--- src/rtl/core/adagrad_parameter_update_assert.svh ---
// Assertion macros used by the top-level RTL module
`ifndef ADAGRAD_PARAMETER_UPDATE_ASSERT_SVH
`define ADAGRAD_PARAMETER_UPDATE_ASSERT_SVH

// Same-cycle implication
`define APU_ASSERT_IMP(label, clk, rstn, ante, cons) \
    label: assert property (@(posedge clk) disable iff (!(rstn)) (ante) |-> (cons)) \
        else $error("apu assertion failed");

// Next-cycle implication
`define APU_ASSERT_NXT(label, clk, rstn, ante, cons) \
    label: assert property (@(posedge clk) disable iff (!(rstn)) (ante) |=> (cons)) \
        else $error("apu assertion failed");

`endif

--- src/rtl/core/apu_pkg.sv ---
`timescale 1ns / 1ps
package apu_pkg;

    localparam int PARAM_COUNT_DEF = 4096;

    localparam int IDX_W   = 12;
    localparam int GRAD_W  = 32;
    localparam int BATCH_W = 16;
    localparam int LR_W    = 24;
    localparam int ACC_W   = 64;
    localparam int ROOT_W  = ACC_W / 2;
    localparam int DEN_W   = ROOT_W + 1;
    localparam int BSQ_W   = 2 * BATCH_W;
    localparam int NUM_W   = LR_W + GRAD_W;

    localparam int PADDR_W = 3;
    localparam int PDATA_W = 32;

    localparam logic [DEN_W-1:0] EPSILON_Q16 = DEN_W'(7);
    localparam logic [LR_W-1:0]  LR_RESET    = LR_W'(655);

    localparam logic REG_LEARNING_RATE = 1'b0;

    typedef struct packed {
        logic [IDX_W-1:0]  idx;
        logic [GRAD_W-1:0] mag;
        logic              neg;
    } side_t;

    typedef struct packed {
        side_t side;
        logic  sat;
    } side_sat_t;

endpackage

--- src/rtl/core/apu_sqrt.sv ---
`timescale 1ns / 1ps
module apu_sqrt #(
    parameter int SW = 1
) (
    input  logic                      aclk,
    input  logic                      aresetn,
    input  logic                      en,
    input  logic                      in_vld,
    input  logic [apu_pkg::ACC_W-1:0] in_rad,
    input  logic [SW-1:0]             in_side,
    output logic                      out_vld,
    output logic [apu_pkg::ROOT_W-1:0] out_root,
    output logic [SW-1:0]             out_side
);

    localparam int RW = apu_pkg::ROOT_W;
    localparam int AW = apu_pkg::ACC_W;

    logic          vld_reg  [RW];
    logic [AW-1:0] rad_reg  [RW];
    logic [RW+1:0] rem_reg  [RW];
    logic [RW-1:0] root_reg [RW];
    logic [SW-1:0] side_reg [RW];

    for (genvar k = 0; k < RW; k++) begin : g_stage
        logic          vld_prev;
        logic [AW-1:0] rad_prev;
        logic [RW+1:0] rem_prev;
        logic [RW-1:0] root_prev;
        logic [SW-1:0] side_prev;
        logic [RW+3:0] shifted;
        logic [RW+3:0] trial;
        logic [RW+3:0] diff;
        logic          ge;

        if (k == 0) begin : g_first
            assign vld_prev  = in_vld;
            assign rad_prev  = in_rad;
            assign rem_prev  = '0;
            assign root_prev = '0;
            assign side_prev = in_side;
        end else begin : g_next
            assign vld_prev  = vld_reg[k-1];
            assign rad_prev  = rad_reg[k-1];
            assign rem_prev  = rem_reg[k-1];
            assign root_prev = root_reg[k-1];
            assign side_prev = side_reg[k-1];
        end

        always_comb begin
            shifted = {rem_prev, rad_prev[AW-1:AW-2]};
            trial   = {2'b00, root_prev, 2'b01};
            ge      = shifted >= trial;
            diff    = shifted - trial;
        end

        always_ff @(posedge aclk) begin
            if (!aresetn) begin
                vld_reg[k] <= 1'b0;
            end else if (en) begin
                vld_reg[k] <= vld_prev;
            end
        end

        always_ff @(posedge aclk) begin
            if (en) begin
                rad_reg[k]  <= {rad_prev[AW-3:0], 2'b00};
                rem_reg[k]  <= ge ? diff[RW+1:0] : shifted[RW+1:0];
                root_reg[k] <= {root_prev[RW-2:0], ge};
                side_reg[k] <= side_prev;
            end
        end
    end

    assign out_vld  = vld_reg[RW-1];
    assign out_root = root_reg[RW-1];
    assign out_side = side_reg[RW-1];

endmodule

--- config.mk ---
export PLATFORM = sky130hd
export DESIGN_NAME = apu_sqrt
export DESIGN_NICKNAME = d
export VERILOG_FILES = /design/src/rtl/core/adagrad_parameter_update_assert.svh /design/src/rtl/core/apu_pkg.sv /design/src/rtl/core/apu_sqrt.sv
export SDC_FILE = /design/constraint.sdc
export NUM_CORES = 2
export LEC_CHECK = 0
export BUFFER_PORTS_ARGS = -buffer_cell sky130_fd_sc_hd__buf_2
export CAP_MARGIN = 30
export CORE_UTILIZATION = 55
export DETAILED_ROUTE_END_ITERATION = 6
export GPL_TIMING_DRIVEN = 1
export PLACE_DENSITY = 0.71
export SLEW_MARGIN = 20
export SYNTH_ARGS = -nofsm -noshare
export SYNTH_HDL_FRONTEND = slang
export SYNTH_MEMORY_MAX_BITS = 65536
export SYNTH_SLANG_ARGS = --single-unit
--- constraint.sdc ---
create_clock -name aclk -period 6.4 [get_ports aclk]
set_input_delay 1.28 -clock aclk [delete_from_list [all_inputs] [get_ports aclk]]
set_output_delay 1.28 -clock aclk [all_outputs]
set_load 0.02 [all_outputs]
## Word level (Yosys, flattened, before mapping)

Memory sizes are Yosys's and may differ from the RTL's.
Index checks and enable logic that the tools add are counted.

| cells by class | value |
|---|---|
| $add $sub $neg | 32 |
| order comparisons | 32 |
| multiplexer cells | 69 |
| bitwise operators | 32 |

Operator list:

| cell | number |
|---|---|
| $ge A36 B34 Y1 | 31 |
| $mux W34 | 32 |
| $sub A34 B34 Y34 | 31 |
| $mux W1 | 37 |
| $or A1 B1 Y1 | 32 |
| $sub A2 B1 Y3 const B | 1 |
| $ge A2 B1 Y1 const B | 1 |

| storage, ports and cells | value |
|---|---|
| register bits | 0 |
| RAM bits | 4160 |
| input bits | 69 |
| output and inout port bits | 34 |
| word-level logic and storage cells | 170 |
| memories | 5 |

Memories:

| memory | depth | bits a word | read ports | clocked after memory_dff | write ports | line | source |
|---|---|---|---|---|---|---|---|
| rad_reg | 32 | 62 | 31 | 0 | 32 | apu_sqrt.sv:20 | `logic [AW-1:0] rad_reg [RW];` |
| rem_reg | 32 | 34 | 31 | 0 | 32 | apu_sqrt.sv:21 | `logic [RW+1:0] rem_reg [RW];` |
| root_reg | 32 | 32 | 32 | 0 | 32 | apu_sqrt.sv:22 | `logic [RW-1:0] root_reg [RW];` |
| side_reg | 32 | 1 | 32 | 0 | 32 | apu_sqrt.sv:23 | `logic [SW-1:0] side_reg [RW];` |
| vld_reg | 32 | 1 | 32 | 0 | 32 | apu_sqrt.sv:19 | `logic vld_reg [RW];` |

## Depth between registers and ports, before layout

| depth | value |
|---|---|
| depth in word-level cells | 4 |
| gate-level depth with buffers | 14 |

## Worst setup path after synthesis

Ideal clock, no wire load.

| timing path | value |
|---|---|
| path kind | reg2reg |
| start | mem rem_reg[1][313] in the netlist's numbering |
| end | mem rem_reg[1][371] in the netlist's numbering, data pin |
| library setup time | 259 ps |
| data arrival time | 3119 ps |
| required time | 6141 ps |
| setup slack | 3022 ps |
| stages on the path, launching flop included | 12 |
| period minus slack after synthesis | 3378 ps |
| path through | edfxtp_1 ha_1 a21o_1 a21o_1 a221oi_1 o21ai_1 a221o_1 a221o_1 a21oi_1 inv_1 and4b_1 xor2_1 |

RTL lines:

| item | line |
|---|---|
| start: declaration | apu_sqrt.sv:21 |

==> impl_results.md <==
- Outcome: complete, no violations
- Min-delay worst type: reg -> reg
- Post-synth EDFFs: roughly 2600
- Drt initial violations: 5347
- H-tree depth: 5
- Port bufs: slightly above 100
- Final worst-path cycle share: 69.9%
- Final #Nets: about 10000
- Post-Syn Area: between 0.1 and 0.15 mm^2
- Fmax: 0.224 GHz
- DR pass1 iterations: 5
- FFs w/ async S/R, synth: 0%
- Most frequent cells in the layout: 2586 x edfxtp_1, 720 x inv_1, 694 x nand2_1
- Synth top area share: 64.4%
- Non-Filler Instances: 12700
- Worst Tran Pin Value: 0.994 ns
- Total GRT Usage: 22.0%
- Final hold vios: 0
- Total congestion overflow: 0
- Sequential area share after synthesis: 64.4%
- Data arrival, critical path: 5.09 ns
- Startpoint types: flip-flop
- Post-synthesis cell count: between 9000 and 10000
- CTS tree: built
- Post-cts resize count: 0
- Die Wd: 470 um
- Critical Path End Type: flip-flop
- Share of layout cells above drive strength 1: 7.41%
- Post-layout minimum cycle time: ~4.5 ns
- Top area cells in the synthesized netlist: edfxtp_1 64%, ha_1 5.8%, xor2_1 3.3%
- Ports: approximately 100
- Initial Util: 55.5%
- Fin util: 61.4%
- Synth unique cells: 98
- Yosys warning count: 0
- Drc violations: 0
- Detailed Route WL: 246000 um
- Finish-stage setup viols: 0
- Post-CTS Setup Bufs: 0
- Max reg flops: 1003
- Total number of vias: between 70000 and 80000
- Fillcell total: 16800
- Max-slew violations: 0
- Antenna viol nets, final: 0
- Worst-Skew Late Latency: 0.94 ns
- Synth Flop Type: edfxtp_1
- CTS Root Cell: clkbuf_16
- Yosys reg bits: 2587
- Synth area leader: edfxtp_1
- Post-Synthesis Net Count: 9981
- Post-Place Cells: ~12000
- Wire length per cell: 19.4 um
- Slew headroom: 33.7%
- Initial antenna violation count: 1
- Synth-to-Final Area Change: 10.8%
- Syn Area/Cell: 12.9 um^2
- DR vias/cell: 5.72
- Skew final: 0.0704 ns
- Core area: about 0.22 mm^2
- Sink Count: approximately 2600
- CTS Buf Count: 289
- Die Ht: around 470 um
- Most common cell after layout, fill and taps aside: edfxtp_1
- Setup TNS Final: 0 ns
- Worst Path Max Fanout: 21
- Max VDD drop: about 0.00027 V
- Crit Path Class: reg -> reg
- Post-DP HPWL: 176000 um
- Clock-pin slew on the worst setup and hold paths: around 0.060 ns
- WP data required: 7.02 ns
- Die area: 0.221 mm^2
- Max Cap Viol: 0
- Placed cell area: 0.125 mm^2
- Leak: 51.1 nW
- Vias in the first global route: 71200
- Hold-fix buffers, CTS: 0
- Largest net degree at the start of global routing: 186
- Worst-case clock buffer depth: 4
- Fin area: between 0.1 and 0.15 mm^2
- Gpl congestion: 0.927
- First-pass GRT wire length: 389000 um
- Rows: 171
- RSZ-0062 raised after global routing: false
- Final hold slack: 0.366 ns
- PwrDens: 359 mW/mm^2
==> per-layer routing <==
| layer | global-route usage [%] | wire length, um | vias to the layer above |
|---|---|---|---|
| met5 | 0 | 0 | - |
| met4 | 7.54 | 7840 | 0 |
| met3 | 2.69 | 9500 | 507 |
| met2 | 38.8 | 125000 | 1600 |
| met1 | 28.1 | 103000 | 35200 |
| li1 | - | - | 35200 |
==> per-stage QoR <==
| stage | total power [mW] | setup WS, ns |
|---|---|---|
| after detailed placement | 32.6 | 1.99 |
| after CTS | 48.4 | 1.96 |
| after global routing | 50.3 | 1.61 |
| after floorplan | 29.4 | 3.02 |
| final | 47.9 | 1.93 |
| after global placement | 32.4 | 2.00 |
==> path summary, 6_finish.rpt <==
check	start	endpoint	slack [ns]	depth (start not counted)
setup / recovery	rem_reg[0][432]	rem_reg[0][467]	1.93	10
hold / removal	rad_reg[0][457]	rad_reg[0][521]	0.37	0
setup reg to reg	rem_reg[0][432]	rem_reg[0][467]	1.93	10
hold reg to reg	rad_reg[0][457]	rad_reg[0][521]	0.37	0
==> critical path: stages (launching register included) <==
cell,delay (ns)
edfxtp_1,0.40
or4_1,0.60
or3_1,0.37
or3_1,0.38
or3_1,0.36
nand4b_1,0.25
nor2b_1,0.79
inv_2,0.39
nand2_1,0.39
nor3_1,0.12
xor2_1,0.16
==> Yosys cell counts, types with 33 or more instances <==
master    count
a211oi_1     46
inv_1       720
nand3_1     165
and2_1       37
nand4_1      99
or2_2        44
o211ai_1     33
nand2_1     694
or4_1        66
clkbuf_1    166
nor3_1      246
xnor2_1     366
mux2_2       61
xor2_1      460
o21ai_0     530
nand2b_1     91
o21bai_1     48
a31oi_1      56
o31ai_1      46
and3_1       88
a21o_1      244
or3_1        90
ha_1        562
nor2_1      496
edfxtp_1   2586
o21a_1      111
a21oi_1     556
nor2b_1      90
nor4_1      118
==> cell type report <==
class / count / area [um^2] / area share (%)
inverters: 726 / 2730 / 2.04
flip-flops and latches: 2587 / 77700 / 58.2
clock buffers: 347 / 7530 / 5.64
well taps: 2854 / 3570 / 2.67
multi-input cells: 5841 / 39500 / 29.6
repair buffers: 165 / 1220 / 0.914
diodes: 1 / 2.50 / 0.00187
clock inverters: 142 / 1330 / 0.998
==> power by group <==
group	internal, mW	switching (mW)
logic	3.88	5.57
registers	21.4	1.48
clock network	9.22	6.40
total	34.5	13.5
==> cells by family after synthesis <==
logic type,count (synthesis),share of synthesized area [%]
fa+ha+maj,562,5.83
flops,2587,64.4
xor+xnor,826,6.00
compound gates,1903,9.79
mux,81,0.743
buf+inv,922,2.91
simple gates,2468,10.3
other cells,1,0.00311
No activity file was read; power rests on OpenSTA's default activity.
